$ cat config.mk
export PLATFORM = sky130hd
export DESIGN_NAME = loop_current_setpoint_filter
export DESIGN_NICKNAME = d
export VERILOG_FILES = /design/src/rtl/core/lcsf_pkg.sv /design/src/rtl/core/lcsf_scale.sv /design/src/rtl/core/loop_current_setpoint_filter.sv
export SDC_FILE = /design/constraint.sdc
export NUM_CORES = 1
export LEC_CHECK = 0
export ABC_AREA = 1
export BUFFER_PORTS_ARGS = -buffer_cell sky130_fd_sc_hd__buf_4
export CAP_MARGIN = 20
export CORE_MARGIN = 10
export CORE_UTILIZATION = 45
export CTS_BUF_LIST = sky130_fd_sc_hd__clkbuf_8
export CTS_CLUSTER_SIZE = 8
export DETAILED_ROUTE_END_ITERATION = 6
export GPL_ROUTABILITY_DRIVEN = 0
export PLACE_DENSITY_LB_ADDON = 0.15
export SLEW_MARGIN = 30
export SYNTH_ARGS = -nofsm -noshare
export SYNTH_HDL_FRONTEND = slang
export SYNTH_HIERARCHICAL = 1
export SYNTH_SLANG_ARGS = --single-unit
$ cat constraint.sdc
create_clock -name clk -period 8.1 [get_ports clk]
set_input_delay 0 -clock clk [delete_from_list [all_inputs] [get_ports clk]]
set_output_delay 0 -clock clk [all_outputs]
set_load 0.005 [all_outputs]
$ cat src/rtl/core/lcsf_pkg.sv
// Shared widths, constants and stage payload types for the loop current
// setpoint filter. No dependencies; used by lcsf_scale and the top level.
package lcsf_pkg;

  // Field and register widths
  localparam int SAMPLE_W      = 16;
  localparam int GAIN_W        = 24;
  localparam int FRAC_W        = 16;
  localparam int PROD_W        = SAMPLE_W + GAIN_W;
  localparam int RESULT_W      = 16;
  localparam int CFG_ADDR_W    = 8;
  localparam int CFG_DATA_W    = 24;
  localparam int HISTORY_DEPTH = 4;

  // Configuration register indexes
  localparam logic [CFG_ADDR_W-1:0] REG_ZERO_OFFSET = 8'd0;
  localparam logic [CFG_ADDR_W-1:0] REG_GAIN        = 8'd1;

  // Configuration reset values
  localparam logic [SAMPLE_W-1:0] ZERO_OFFSET_RESET = 16'd0;
  localparam logic [GAIN_W-1:0]   GAIN_RESET        = 24'd65536;

  // Trend detection step, in counts
  localparam logic [SAMPLE_W:0] TREND_STEP = 17'd5;

  // Result limits and dead-band edges
  localparam logic signed [RESULT_W-1:0] RESULT_MAX      = 16'sd32767;
  localparam logic signed [RESULT_W-1:0] RESULT_MIN      = -16'sd32768;
  localparam logic signed [RESULT_W-1:0] TOP_CLAMP_LOW   = 16'sd1000;
  localparam logic signed [RESULT_W-1:0] TOP_CLAMP_HIGH  = 16'sd1190;
  localparam logic signed [RESULT_W-1:0] ZERO_CLAMP_HIGH = 16'sd10;
  localparam logic signed [RESULT_W-1:0] ZERO_CLAMP_LOW  = -16'sd52;
  localparam logic signed [RESULT_W-1:0] LOSS_LIMIT      = -16'sd135;

  // Filtered count relative to the zero point, sign and magnitude
  typedef struct packed {
    logic                trend_bypass;
    logic                neg;
    logic [SAMPLE_W-1:0] mag;
  } scale_req_t;

  // Result flags, over_range in the lowest bit
  typedef struct packed {
    logic trend_bypass;
    logic signal_lost;
    logic over_range;
  } result_flags_t;

endpackage

$ cat src/rtl/core/lcsf_scale.sv
// Gain multiply, saturation, dead-band clamp and fault flags.
// Two register stages with backpressure; depends on lcsf_pkg.
module lcsf_scale (
  input  logic                                clk,
  input  logic                                rst,
  input  logic                                in_valid,
  output logic                                in_ready,
  input  lcsf_pkg::scale_req_t                req,
  input  logic [lcsf_pkg::GAIN_W-1:0]         gain,
  output logic                                out_valid,
  input  logic                                out_ready,
  output logic signed [lcsf_pkg::RESULT_W-1:0] setpoint,
  output lcsf_pkg::result_flags_t             flags
);

  logic                              prod_valid;
  logic [lcsf_pkg::PROD_W-1:0]       prod;
  logic                              prod_neg;
  logic                              prod_bypass;
  logic                              out_free;
  logic                              prod_free;
  logic [lcsf_pkg::PROD_W-lcsf_pkg::FRAC_W-1:0] shifted;
  logic signed [lcsf_pkg::RESULT_W-1:0] sat;
  logic signed [lcsf_pkg::RESULT_W-1:0] clamped;
  logic                              over_range;
  logic                              signal_lost;

  // Each stage loads when empty or when its content moves on
  assign out_free  = !out_valid || out_ready;
  assign prod_free = !prod_valid || out_free;
  assign in_ready  = prod_free;

  // Multiply stage
  always_ff @(posedge clk) begin
    if (rst) begin
      prod_valid <= 1'b0;
    end else if (prod_free) begin
      prod_valid <= in_valid;
    end
    if (prod_free && in_valid) begin
      prod        <= {{lcsf_pkg::GAIN_W{1'b0}}, req.mag} *
                     {{lcsf_pkg::SAMPLE_W{1'b0}}, gain};
      prod_neg    <= req.neg;
      prod_bypass <= req.trend_bypass;
    end
  end

  // Truncate toward zero, restore sign, saturate
  assign shifted = prod[lcsf_pkg::PROD_W-1:lcsf_pkg::FRAC_W];

  always_comb begin
    if (!prod_neg) begin
      if (shifted >= 24'd32767) begin
        sat = lcsf_pkg::RESULT_MAX;
      end else begin
        sat = shifted[lcsf_pkg::RESULT_W-1:0];
      end
    end else begin
      if (shifted >= 24'd32768) begin
        sat = lcsf_pkg::RESULT_MIN;
      end else begin
        sat = -$signed(shifted[lcsf_pkg::RESULT_W-1:0]);
      end
    end
  end

  // Dead-band clamps, then fault flags from the final value
  always_comb begin
    clamped = sat;
    if (clamped > lcsf_pkg::TOP_CLAMP_LOW && clamped < lcsf_pkg::TOP_CLAMP_HIGH) begin
      clamped = lcsf_pkg::TOP_CLAMP_LOW;
    end
    if (clamped < lcsf_pkg::ZERO_CLAMP_HIGH && clamped > lcsf_pkg::ZERO_CLAMP_LOW) begin
      clamped = '0;
    end
    over_range  = (clamped > lcsf_pkg::TOP_CLAMP_HIGH) ||
                  (clamped >= lcsf_pkg::LOSS_LIMIT && clamped < lcsf_pkg::ZERO_CLAMP_LOW);
    signal_lost = clamped < lcsf_pkg::LOSS_LIMIT;
  end

  // Result register
  always_ff @(posedge clk) begin
    if (rst) begin
      out_valid <= 1'b0;
    end else if (out_free) begin
      out_valid <= prod_valid;
    end
    if (out_free && prod_valid) begin
      setpoint           <= clamped;
      flags.over_range   <= over_range;
      flags.signal_lost  <= signal_lost;
      flags.trend_bypass <= prod_bypass;
    end
  end

endmodule

$ cat src/rtl/core/loop_current_setpoint_filter.sv
// Top level of the loop current setpoint filter: sample history, trend
// detection, averaging and configuration. Depends on lcsf_pkg, lcsf_scale.
//
// Takes one converter count per transaction and returns one setpoint per
// transaction. A new sample is accepted in every cycle unless the result side
// stalls; the filter register loads on the accepting edge, then the gain
// multiply and result registers load in turn. The four-entry history updates
// on accept, so results follow input order exactly. Stalls on the result side
// hold the whole pipeline. Configuration writes are accepted in every cycle;
// zero offset applies to samples accepted afterwards and gain to samples
// not yet multiplied; write them while the pipeline is empty.
module loop_current_setpoint_filter #(
  parameter int HISTORY_DEPTH = lcsf_pkg::HISTORY_DEPTH
) (
  input  logic                               clk,
  input  logic                               rst,
  // Input samples
  input  logic                               s_tvalid,
  output logic                               s_tready,
  input  logic [15:0]                        s_tdata,  // [15:0] sample_count
  // Results
  output logic                               m_tvalid,
  input  logic                               m_tready,
  output logic [15:0]                        m_tdata,  // [15:0] setpoint
  output logic [2:0]                         m_tuser,  // [0] over_range,
                                                       // [1] signal_lost,
                                                       // [2] trend_bypass
  // Configuration writes
  input  logic                               cfg_valid,
  output logic                               cfg_ready,
  input  logic [lcsf_pkg::CFG_ADDR_W-1:0]    cfg_addr,
  input  logic [lcsf_pkg::CFG_DATA_W-1:0]    cfg_data
);

  logic [lcsf_pkg::SAMPLE_W-1:0] history [HISTORY_DEPTH];
  logic [lcsf_pkg::SAMPLE_W-1:0] zero_offset;
  logic [lcsf_pkg::GAIN_W-1:0]   gain;

  logic                          s_accept;
  logic                          filt_valid;
  logic                          filt_free;
  logic                          scale_ready;
  lcsf_pkg::scale_req_t          filt;
  lcsf_pkg::scale_req_t          filt_next;

  logic [lcsf_pkg::SAMPLE_W:0]   h0;
  logic [lcsf_pkg::SAMPLE_W:0]   h1;
  logic [lcsf_pkg::SAMPLE_W:0]   h2;
  logic                          rising;
  logic                          falling;
  logic [lcsf_pkg::SAMPLE_W+1:0] sum;
  logic [lcsf_pkg::SAMPLE_W-1:0] chosen;

  logic signed [lcsf_pkg::RESULT_W-1:0] setpoint;
  lcsf_pkg::result_flags_t       flags;

  // Configuration registers, always ready
  assign cfg_ready = 1'b1;

  always_ff @(posedge clk) begin
    if (rst) begin
      zero_offset <= lcsf_pkg::ZERO_OFFSET_RESET;
      gain        <= lcsf_pkg::GAIN_RESET;
    end else if (cfg_valid) begin
      case (cfg_addr)
        lcsf_pkg::REG_ZERO_OFFSET: zero_offset <= cfg_data[lcsf_pkg::SAMPLE_W-1:0];
        lcsf_pkg::REG_GAIN:        gain        <= cfg_data[lcsf_pkg::GAIN_W-1:0];
        default:                   ;
      endcase
    end
  end

  // Filter stage loads when empty or when its content moves on
  assign filt_free = !filt_valid || scale_ready;
  assign s_tready  = filt_free;
  assign s_accept  = s_tvalid && s_tready;

  // Shift the new sample into the history
  always_ff @(posedge clk) begin
    if (rst) begin
      for (int i = 0; i < HISTORY_DEPTH; i++) begin
        history[i] <= '0;
      end
    end else if (s_accept) begin
      history[0] <= s_tdata;
      for (int i = 1; i < HISTORY_DEPTH; i++) begin
        history[i] <= history[i-1];
      end
    end
  end

  // Trend test on the three newest samples, including the incoming one
  assign h0 = {1'b0, s_tdata};
  assign h1 = {1'b0, history[0]};
  assign h2 = {1'b0, history[1]};
  assign rising  = (h0 > h1 + lcsf_pkg::TREND_STEP) && (h1 > h2 + lcsf_pkg::TREND_STEP);
  assign falling = (h1 > h0 + lcsf_pkg::TREND_STEP) && (h2 > h1 + lcsf_pkg::TREND_STEP);

  // Truncated mean of the four newest samples
  assign sum = {2'b00, s_tdata} + {2'b00, history[0]} +
               {2'b00, history[1]} + {2'b00, history[2]};

  always_comb begin
    filt_next.trend_bypass = rising || falling;
    chosen = filt_next.trend_bypass ? s_tdata : sum[lcsf_pkg::SAMPLE_W+1:2];
    filt_next.neg = chosen < zero_offset;
    filt_next.mag = filt_next.neg ? (zero_offset - chosen) : (chosen - zero_offset);
  end

  always_ff @(posedge clk) begin
    if (rst) begin
      filt_valid <= 1'b0;
    end else if (filt_free) begin
      filt_valid <= s_tvalid;
    end
    if (s_accept) begin
      filt <= filt_next;
    end
  end

  // Scale, clamp and flag
  lcsf_scale u_scale (
    .clk       (clk),
    .rst       (rst),
    .in_valid  (filt_valid),
    .in_ready  (scale_ready),
    .req       (filt),
    .gain      (gain),
    .out_valid (m_tvalid),
    .out_ready (m_tready),
    .setpoint  (setpoint),
    .flags     (flags)
  );

  assign m_tdata = setpoint;
  assign m_tuser = flags;

  // The pipeline can only hold off input while a result is pending
  a_ready_when_drained: assert property (@(posedge clk) disable iff (rst)
    !m_tvalid |-> s_tready)
    else $error("input stalled with no result pending");

  // Fault flags exclude each other
  a_flags_exclusive: assert property (@(posedge clk) disable iff (rst)
    m_tvalid |-> !(m_tuser[0] && m_tuser[1]))
    else $error("over_range and signal_lost both set");

  // No result falls inside a dead band
  a_dead_bands: assert property (@(posedge clk) disable iff (rst)
    m_tvalid |->
      !($signed(m_tdata) > lcsf_pkg::TOP_CLAMP_LOW &&
        $signed(m_tdata) < lcsf_pkg::TOP_CLAMP_HIGH) &&
      !($signed(m_tdata) < lcsf_pkg::ZERO_CLAMP_HIGH &&
        $signed(m_tdata) > lcsf_pkg::ZERO_CLAMP_LOW && m_tdata != 16'd0))
    else $error("setpoint inside a dead band");

endmodule
Yosys cells after proc, flatten, opt, wreduce, memory -nomap -nowiden

Memory sizes are Yosys's and may differ from the RTL's.
Index checks and enable logic that the tools add are counted.

Memories kept: 1
Bits in writable memories: 64
Bits of input ports: 53
Register bits after elaboration: 122

Multiplexer cells: 16
Bitwise operators: 4
Multipliers: 1
Order comparisons: 15
Equality and inequality tests: 1
Reductions and logical operators: 19
Add/sub/neg operators: 9

Memory list:

| name    | words | bits a word | rd ports | clocked after Yosys merged registers in | write ports | line                               | RTL |
|---|---|---|---|---|---|---|---|
| history | 4     | 16          | 3        | 0                                       | 4           | loop_current_setpoint_filter.sv:35 | `logic [lcsf_pkg::SAMPLE_W-1:0] history [HISTORY_DEPTH];` |

Operators by type and width:

| operator                | number |
|---|---|
| $mux W16                | 11 |
| $gt A16 B17 Y1          | 4 |
| $add A16 B3 Y17 const B | 3 |
| $mul A16 B24 Y40        | 1 |
| $sub A16 B16 Y16        | 2 |
| $ge A24 B15 Y1 const B  | 1 |
| $ge A24 B16 Y1 const B  | 1 |
| $add A17 B16 Y18        | 1 |
| $add A18 B16 Y18        | 1 |
| $add A16 B16 Y17        | 1 |
| $ge A16 B9 Y1 const B   | 1 |
| $gt A16 B11 Y1 const B  | 1 |
| $gt A16 B12 Y1 const B  | 1 |
| $gt A16 B7 Y1 const B   | 1 |
| $lt A16 B12 Y1 const B  | 1 |
| $lt A16 B16 Y1          | 1 |
| $lt A16 B5 Y1 const B   | 1 |
| $lt A16 B7 Y1 const B   | 1 |
| $lt A16 B9 Y1 const B   | 1 |
| $neg A16 Y16            | 1 |
| $eq A8 B1 Y1 const B    | 1 |
| $logic_and A1 B1 Y1     | 8 |
| $logic_not A8 Y1        | 1 |
| $logic_or A1 B1 Y1      | 5 |
| 4 further kinds         | 14 |

Depth between registers and ports, before layout

Gate-level depths: netlist of the first run.

Word-level depth: 12
Gate-level depth with buffers: 40
Depth with buffers taken out: 38

Modules after synthesis

The synthesis of the first run kept the hierarchy.

By module, submodules not included:

| module                       | seq. area each (um^2) | instances | area an instance (um^2) | cells each |
|---|---|---|---|---|
| lcsf_scale                   | 1391.3                | 1         | 14721.6                 | 1868 |
| loop_current_setpoint_filter | 2802.7                | 1         | 9242.6                  | 1183 |

Worst setup path before layout of the first run

No wires, ideal clock.

Path kind: register -> register
Start point: reg gain[7] (netlist name)
End point: reg u_scale/prod[36] (netlist name) (data pin)
Data required time: 7841 ps
Data arrival time: 6335 ps
Clock period less this slack: 6594 ps
Cell stages (with the launch flop): 31
Setup slack: 1506 ps
Cell sequence: dfxtp_1 -> clkbuf_1 -> clkbuf_1 -> nand2_1 -> fa_1 -> inv_1 -> fa_1 -> inv_1 -> fa_1 -> inv_1 -> fa_1 -> inv_1 -> fa_1 -> inv_1 -> fa_1 -> ha_1 -> a21oi_1 -> o21ai_0 -> o21bai_1 -> a21o_1 -> a21oi_1 -> o21ai_1 -> a21oi_1 -> o21ai_1 -> a21boi_0 -> o21ai_1 -> nand2_1 -> nand2_1 -> nand2_1 -> nand2_1 -> xor2_1

Longest elaborated chain between the ends: 1

RTL lines:

| item                   | line                               | RTL |
|---|---|---|
| from (decl)            | loop_current_setpoint_filter.sv:37 | `logic [lcsf_pkg::GAIN_W-1:0] gain;` |
| from (signal assigned) | loop_current_setpoint_filter.sv:63 | `gain <= lcsf_pkg::GAIN_RESET;` |
| from (signal assigned) | loop_current_setpoint_filter.sv:67 | `lcsf_pkg::REG_GAIN: gain <= cfg_data[lcsf_pkg::GAIN_W-1:0];` |
| $mul A16 B24 Y40       | lcsf_scale.sv:41                   | `prod <= {{lcsf_pkg::GAIN_W{1'b0}}, req.mag} *` |
| to (signal assigned)   | lcsf_scale.sv:41                   |  |
| to (decl)              | lcsf_scale.sv:17                   | `logic [lcsf_pkg::PROD_W-1:0] prod;` |

No other way between the ends.
A chain may end at the register's enable or synchronous reset.

Final worst setup path of the first run

Start point: reg filt[2] (netlist name)
End point: reg u_scale/prod[38] (netlist name) (data pin)

Longest elaborated chain between the ends: 1

RTL lines:

| item                   | line                                | RTL |
|---|---|---|
| from (decl)            | loop_current_setpoint_filter.sv:43  | `lcsf_pkg::scale_req_t filt;` |
| from (signal assigned) | loop_current_setpoint_filter.sv:117 | `filt <= filt_next;` |
| $mul A16 B24 Y40       | lcsf_scale.sv:41                    |  |

No other way between the ends.

==> impl_metrics.json, run 1 <==
{
  "netlist.area_leader.share_pct": 28.3,
  "postCtsHoldBufs": 43,
  "tightest_slew_ps": 928,
  "cts-htree-levels": 4,
  "end_kind": "register",
  "viasPerCell": 5.06,
  "min_period_ps": 7280,
  "drive_above_1_share_pct": 7.09,
  "drtPass1Iterations": 5,
  "p_comb_share_pct": 55.5,
  "async_reset_ff_share_pct": 0,
  "start_util_pct": 45.5,
  "nets": 3731,
  "post-route-drc-count": 0,
  "synthXorXnorAreaFrac_pct": 3.14,
  "worst_setup_path_start_kind": "register",
  "max-vdd-ir-drop_mv": 0.139,
  "crit_arrival_ps": 7580,
  "relSlewSlack_pct": 38.1,
  "hp-class": "in -> reg",
  "syn_area_sq_mm": 0.0240,
  "die_w_um": 251,
  "yosysSeqAreaShare_pct": 17.5,
  "fin_crit_sh_pct": 89.9,
  "grt_pass1_wl_um": 104000,
  "p_leak_uw": 0.0139,
  "fmax_mhz": 137,
  "die_height_um": 251,
  "p_seq_share_pct": 28.8,
  "report.final.slew_viol_count": 0,
  "synth_top_family_by_area": "adder cells",
  "numCtsBuffers": 17,
  "rsz0062_at_grt": "false",
  "overflow": 0,
  "grt_max_degree": 49,
  "clock-sinks": 154,
  "clk_pin_slew_ps": 100,
  "fin_ws_ps": 817,
  "ios": 75,
  "power.total_uw": 4180,
  "synth_fa_ha_area_share_pct": 39.8,
  "synthMuxAreaShare_pct": 0,
  "crit_type": "reg -> reg",
  "whs_endpoint": "gain[0]",
  "cp_slowest_cell": "edfxtp_1",
  "setup_viol": 0,
  "cts-root-buf": "clkbuf_8",
  "numPortBuffers": 73,
  "outcome": "completed",
  "synth_top_area_cell": "fa_1",
  "synthCells": 3051,
  "cts_resized": 0,
  "r2r_slack_ps": 820,
  "rows": 84,
  "cts_tree": "done",
  "critPathMaxStageDelay_ps": 960,
  "clock_insertion_delay_worst_skew_ps": 560,
  "preCtsSetupSlack_ps": 637,
  "mostFrequentLayoutCell": "nand2_1",
  "ant_nets": 0,
  "crit_fanout": 24,
  "synth-edff-count": 111,
  "cts_setup_buffers": 0,
  "syn_avg_cell_area_sq_um": 7.85,
  "antennaDiodeCount": 0,
  "hold_viol": 0,
  "synth_seq_cells": 154,
  "vias": 19335,
  "grt_usage_pct": 20.4,
  "reg2reg_from": "filt[2]",
  "fin_tns_setup_ps": 0,
  "synth_warnings": 6,
  "p_sw_uw": 2090,
  "wl_per_cell_um": 16.5,
  "whs_path_depth": 5,
  "r2r_end": "u_scale/prod[38]",
  "p_sw_share_pct": 50.0,
  "fin_skew_ps": 21.8,
  "pwr-share-clk_pct": 15.7,
  "synth_compound_area_share_pct": 6.37,
  "synth_cell_type_count": 57,
  "internal_power_uw": 2090,
  "layout_common_cells": "nand2_1, inv_1, fa_1",
  "core_sq_mm": 0.0527,
  "first_iter_violations": 1211,
  "syn_to_final_growth_pct": 8.89,
  "hpwl_um": 51900,
  "die_area_sq_mm": 0.0629,
  "grt_antenna_before_repair": 0,
  "synth_top_cells_by_area": "fa_1, edfxtp_1, nand2_1, ha_1, inv_1",
  "path_common_cell": "fa_1",
  "synth_fp_nets": 3663,
  "synth_top_flop_cell": "edfxtp_1",
  "reg2reg_depth": 28,
  "p_per_area_mw_per_mm2": 160,
  "hold_start": "cfg_addr[0]",
  "grt_pass1_vias": 20167,
  "yosys.area_share.simple_pct": 20.2,
  "cts.path.max_buffers": 2,
  "wl_um": 63100,
  "critPathRequiredTime_ps": 8400,
  "cap_violations": 0
}
[per-stage QoR]
step           util [%]  instances  instance area, sq um  hold slack, ps
6_report           49.6       3820                 26100            55.9
5_1_grt            49.6       3820                 26100            85.2
4_1_cts            49.5       3819                 26100            5.66
3_5_place_dp       47.9       3744                 25200             193
3_3_place_gp       47.9       3743                 25200             186
2_1_floorplan         -       3051                 24000            69.1
[worst max path at each step]
stage | start | cells after the start | to
3_5_place_dp | filt[6] | 28 | u_scale/prod[38]
6_report | filt[2] | 28 | u_scale/prod[38]
2_1_floorplan | gain[7] | 30 | u_scale/prod[36]
4_1_cts | filt[6] | 28 | u_scale/prod[38]
3_3_place_gp | filt[6] | 28 | u_scale/prod[36]
5_1_grt | filt[4] | 28 | u_scale/prod[38]
[state kept, by name, summed over array words and instances, names as in the netlist]
register             count
filt                    18
filt_valid               1
gain                    24
history                 48
u_scale/flags            3
u_scale/out_valid        1
u_scale/prod            24
u_scale/prod_bypass      1
u_scale/prod_neg         1
u_scale/prod_valid       1
u_scale/setpoint        16
zero_offset             16
[worst max-delay path: cells and delay by family (launching register included)]
kind                       cells  cell delay [ps]
AOI/OAI and AO/OA             10             1850
and+or+nand+nor                5              460
buffers and inverters          5              260
adders and majority gates      7             3320
DFF                            1              960
xor gates and xnor gates       1              140
[kinds of logic (layout without fill, tap and decap cells)]
group | after synthesis | after routing
adders and majority gates | 559 | 559
xor gates and xnor gates | 86 | 86
AOI/OAI and AO/OA | 280 | 280
and+or+nand+nor | 1156 | 1156
DFF | 154 | 154
buffers and inverters | 815 | 896
other | 1 | 1
[power groups by stage]
stage	sequential, uW	clock (uW)	combinational, uW
2_1_floorplan	1090	0	1690
3_3_place_gp	1230	0	2240
3_5_place_dp	1230	0	2270
4_1_cts	1220	677	2300
5_1_grt	1230	701	2610
6_report	1200	654	2320
[final cells by class]
class | count | area (sq um)
sequential | 154 | 4190
multi-input combinational | 2082 | 16700
inverter | 707 | 2650
timing repair buffer | 157 | 1300
tap | 688 | 861
clock buffer | 18 | 248
clock inverter | 14 | 156
fill | 5026 | 26600
[Yosys cell counts, types with 5 or more instances]
cell type  instances
dfxtp_1           43
buf_2              5
clkbuf_1          95
xnor2_1           16
a21o_1             7
nor4_1             8
inv_1            693
nand2_2           12
nand3_1           74
inv_2             12
nand4_1           21
o211ai_1           6
ha_1             220
a21oi_2            7
xor2_1            70
nand3_2           10
a21oi_1          125
edfxtp_1         111
nor3_2             7
o21ai_1           16
o21ai_0           95
nand2_1          747
nand3b_1           5
nor3_1            23
nor2_1           221
nor2_2            12
fa_1             339
[routing by layer]
metal  GRT usage, %  vias to the layer above  share of wire, %  routed length, um
met1           25.3                     9377                43              27200
met5              0                        -                 0                  0
met2           35.3                      523                49              31100
met4           8.06                        0               3.1               1950
met3           2.76                       96               4.6               2920
li1               -                     9339                 -                  -
(Power assumes the default switching activity.)
==> run 2, diff against run 1 <==
--- a/config.mk
+++ b/config.mk
@@ -6,13 +6,13 @@
 export NUM_CORES = 1
 export LEC_CHECK = 0
 export ABC_AREA = 1
-export BUFFER_PORTS_ARGS = -buffer_cell sky130_fd_sc_hd__buf_4
 export CAP_MARGIN = 20
 export CORE_MARGIN = 10
 export CORE_UTILIZATION = 45
 export CTS_BUF_LIST = sky130_fd_sc_hd__clkbuf_8
 export CTS_CLUSTER_SIZE = 8
 export DETAILED_ROUTE_END_ITERATION = 6
+export DONT_BUFFER_PORTS = 1
 export GPL_ROUTABILITY_DRIVEN = 0
 export PLACE_DENSITY_LB_ADDON = 0.15
 export SLEW_MARGIN = 30
==> run 2 against run 1 <==
Combinational power is 2% lower. Non-clock buffer count is 47 lower. Largest cell class unchanged. First-iteration DRC count is 4.3% higher. Critical path depth stayed put. Flip-flop and latch count stayed put.
==> impl_metrics.json, run 2 (synthesis gave the netlist of run 1 again) <==
{
  "die_w_um": 251,
  "rsz0062_at_grt": "false",
  "fillers": 5121,
  "fmax_mhz": 138,
  "syn_to_final_growth_pct": 7.71,
  "ant_nets": 0,
  "whs_path_depth": 5,
  "wl_per_cell_um": 17.2,
  "hpwl_um": 52100,
  "grt_usage_pct": 21.0,
  "max-vdd-ir-drop_mv": 0.122,
  "grt_pass1_wl_um": 107000,
  "numPortBuffers": 0,
  "layout_common_cells": "nand2_1, inv_1, fa_1",
  "power.total_uw": 4190,
  "nets": 3684,
  "fin_tns_setup_ps": 0,
  "fin_area_sq_mm": 0.0258,
  "cap_violations": 0,
  "drive_above_1_share_pct": 4.80,
  "outcome": "completed",
  "report.final.slew_viol_count": 0,
  "hold_viol": 0,
  "wl_um": 64800,
  "grt_max_degree": 49,
  "cts-htree-levels": 4,
  "setup_viol": 0,
  "core_sq_mm": 0.0527,
  "hold_start": "cfg_addr[3]",
  "r2r_end": "u_scale/prod[36]",
  "p_leak_uw": 0.0136,
  "cts_setup_buffers": 0,
  "r2r_slack_ps": 870,
  "min_period_ps": 7230,
  "p_per_area_mw_per_mm2": 162,
  "cts-root-buf": "clkbuf_8",
  "cts_resized": 0,
  "mostFrequentLayoutCell": "nand2_1",
  "post-route-drc-count": 0,
  "clock-sinks": 154,
  "cp_slowest_cell": "edfxtp_1",
  "critPathRequiredTime_ps": 8450,
  "crit_type": "reg -> reg",
  "cts.path.max_buffers": 2,
  "ios": 75,
  "crit_fanout": 24,
  "largest_reg_flops": 48,
  "clock_insertion_delay_worst_skew_ps": 590,
  "antennaDiodeCount": 0,
  "die_height_um": 251,
  "top_register": "history",
  "reg2reg_from": "filt[3]",
  "clk_pin_slew_ps": 110,
  "end_kind": "register",
  "crit_arrival_ps": 7570,
  "fin_crit_sh_pct": 89.2,
  "vias": 19299,
  "top_regs": "history: 48 flops, gain: 24 flops, u_scale/prod: 24 flops",
  "cts_tree": "done",
  "die_area_sq_mm": 0.0629,
  "whs_endpoint": "gain[9]",
  "worst_setup_path_start_kind": "register",
  "numCtsBuffers": 17,
  "grt_pass1_vias": 20573,
  "path_common_cell": "fa_1",
  "overflow": 0,
  "viasPerCell": 5.12,
  "start_util_pct": 45.5,
  "drtPass1Iterations": 6,
  "fin_skew_ps": 23.9,
  "critPathMaxStageDelay_ps": 940,
  "reg2reg_depth": 28,
  "hp-class": "in -> reg",
  "first_iter_violations": 1263,
  "grt_antenna_before_repair": 1,
  "place_area_sq_mm": 0.0247,
  "relSlewSlack_pct": 37.9,
  "tightest_slew_ps": 931,
  "rows": 84
}
run 2: cell count changes in the layout (fill, tap and decap cells not counted):
cell / previous run / this run
clkbuf_8: 18 / 17
dlygate4sd3_1: 43 / 71
clkinv_2: 1 / 3
clkinv_8: 0 / 1
inv_1: 693 / 692
buf_8: 2 / 1
buf_4: 112 / 38
inv_4: 2 / 0
inv_8: 2 / 3
run 2: worst max path at each step:
stage                        to     from  cells after the start
6_report       u_scale/prod[36]  filt[3]                     28
5_1_grt        u_scale/prod[39]  filt[3]                     28
4_1_cts        u_scale/prod[39]  filt[3]                     28
3_5_place_dp   u_scale/prod[39]  filt[3]                     28
3_3_place_gp   u_scale/prod[36]  filt[3]                     28
2_1_floorplan  u_scale/prod[36]  gain[7]                     30
run 2: layout make-up:
class	instances	area, sq um	share of cell area [%]
clock buffers	17	234	0.906
clock inverters	15	178	0.688
inverters	707	2650	10.3
multi-input cells	2082	16700	64.6
flip-flops and latches	154	4190	16.2
well taps	688	861	3.33
repair buffers	110	1010	3.92
run 2: metrics by stage:
stage          utilization (%)  setup WS [ps]  cells  hold WS [ps]
2_1_floorplan                -           1510   3051          69.1
3_3_place_gp              46.8            917   3669          70.5
3_5_place_dp              46.9            849   3670          73.1
4_1_cts                   49.0            813   3773          40.0
5_1_grt                   49.0            313   3773           115
6_report                  49.0            874   3773           103
run 2: power by group:
part	switching, uW	internal [uW]	leakage (uW)
sequential	238	1000	0.00147
combinational	1500	778	0.0119
clock	388	285	0.000214
total	2130	2070	0.0136
run 2: routing by layer:
metal	vias up	track usage (%)	share of wire (%)
met2	537	36.6	49
li1	9264	-	-
met4	0	8.07	3.4
met5	-	0	0
met3	117	2.77	4.8
met1	9381	26.0	43
run 2: timing repair:
| item | 4_1_cts | 5_1_grt |
|---|---|---|
| hold buffers | 71 | 0 |
| endpoints found under the setup margin | 0 | 0 |
| hold endpoints to repair | 80 | 0 |
run 2: critical path: cells and delay by family (launching register included):
family	cells	cell delay (ps)
AO/OA/AOI/OAI	10	1800
adder cells (fa/ha/maj)	7	3300
buffers and inverters	5	260
XOR/XNOR	1	140
AND/OR/NAND/NOR	5	490
flip-flops	1	940
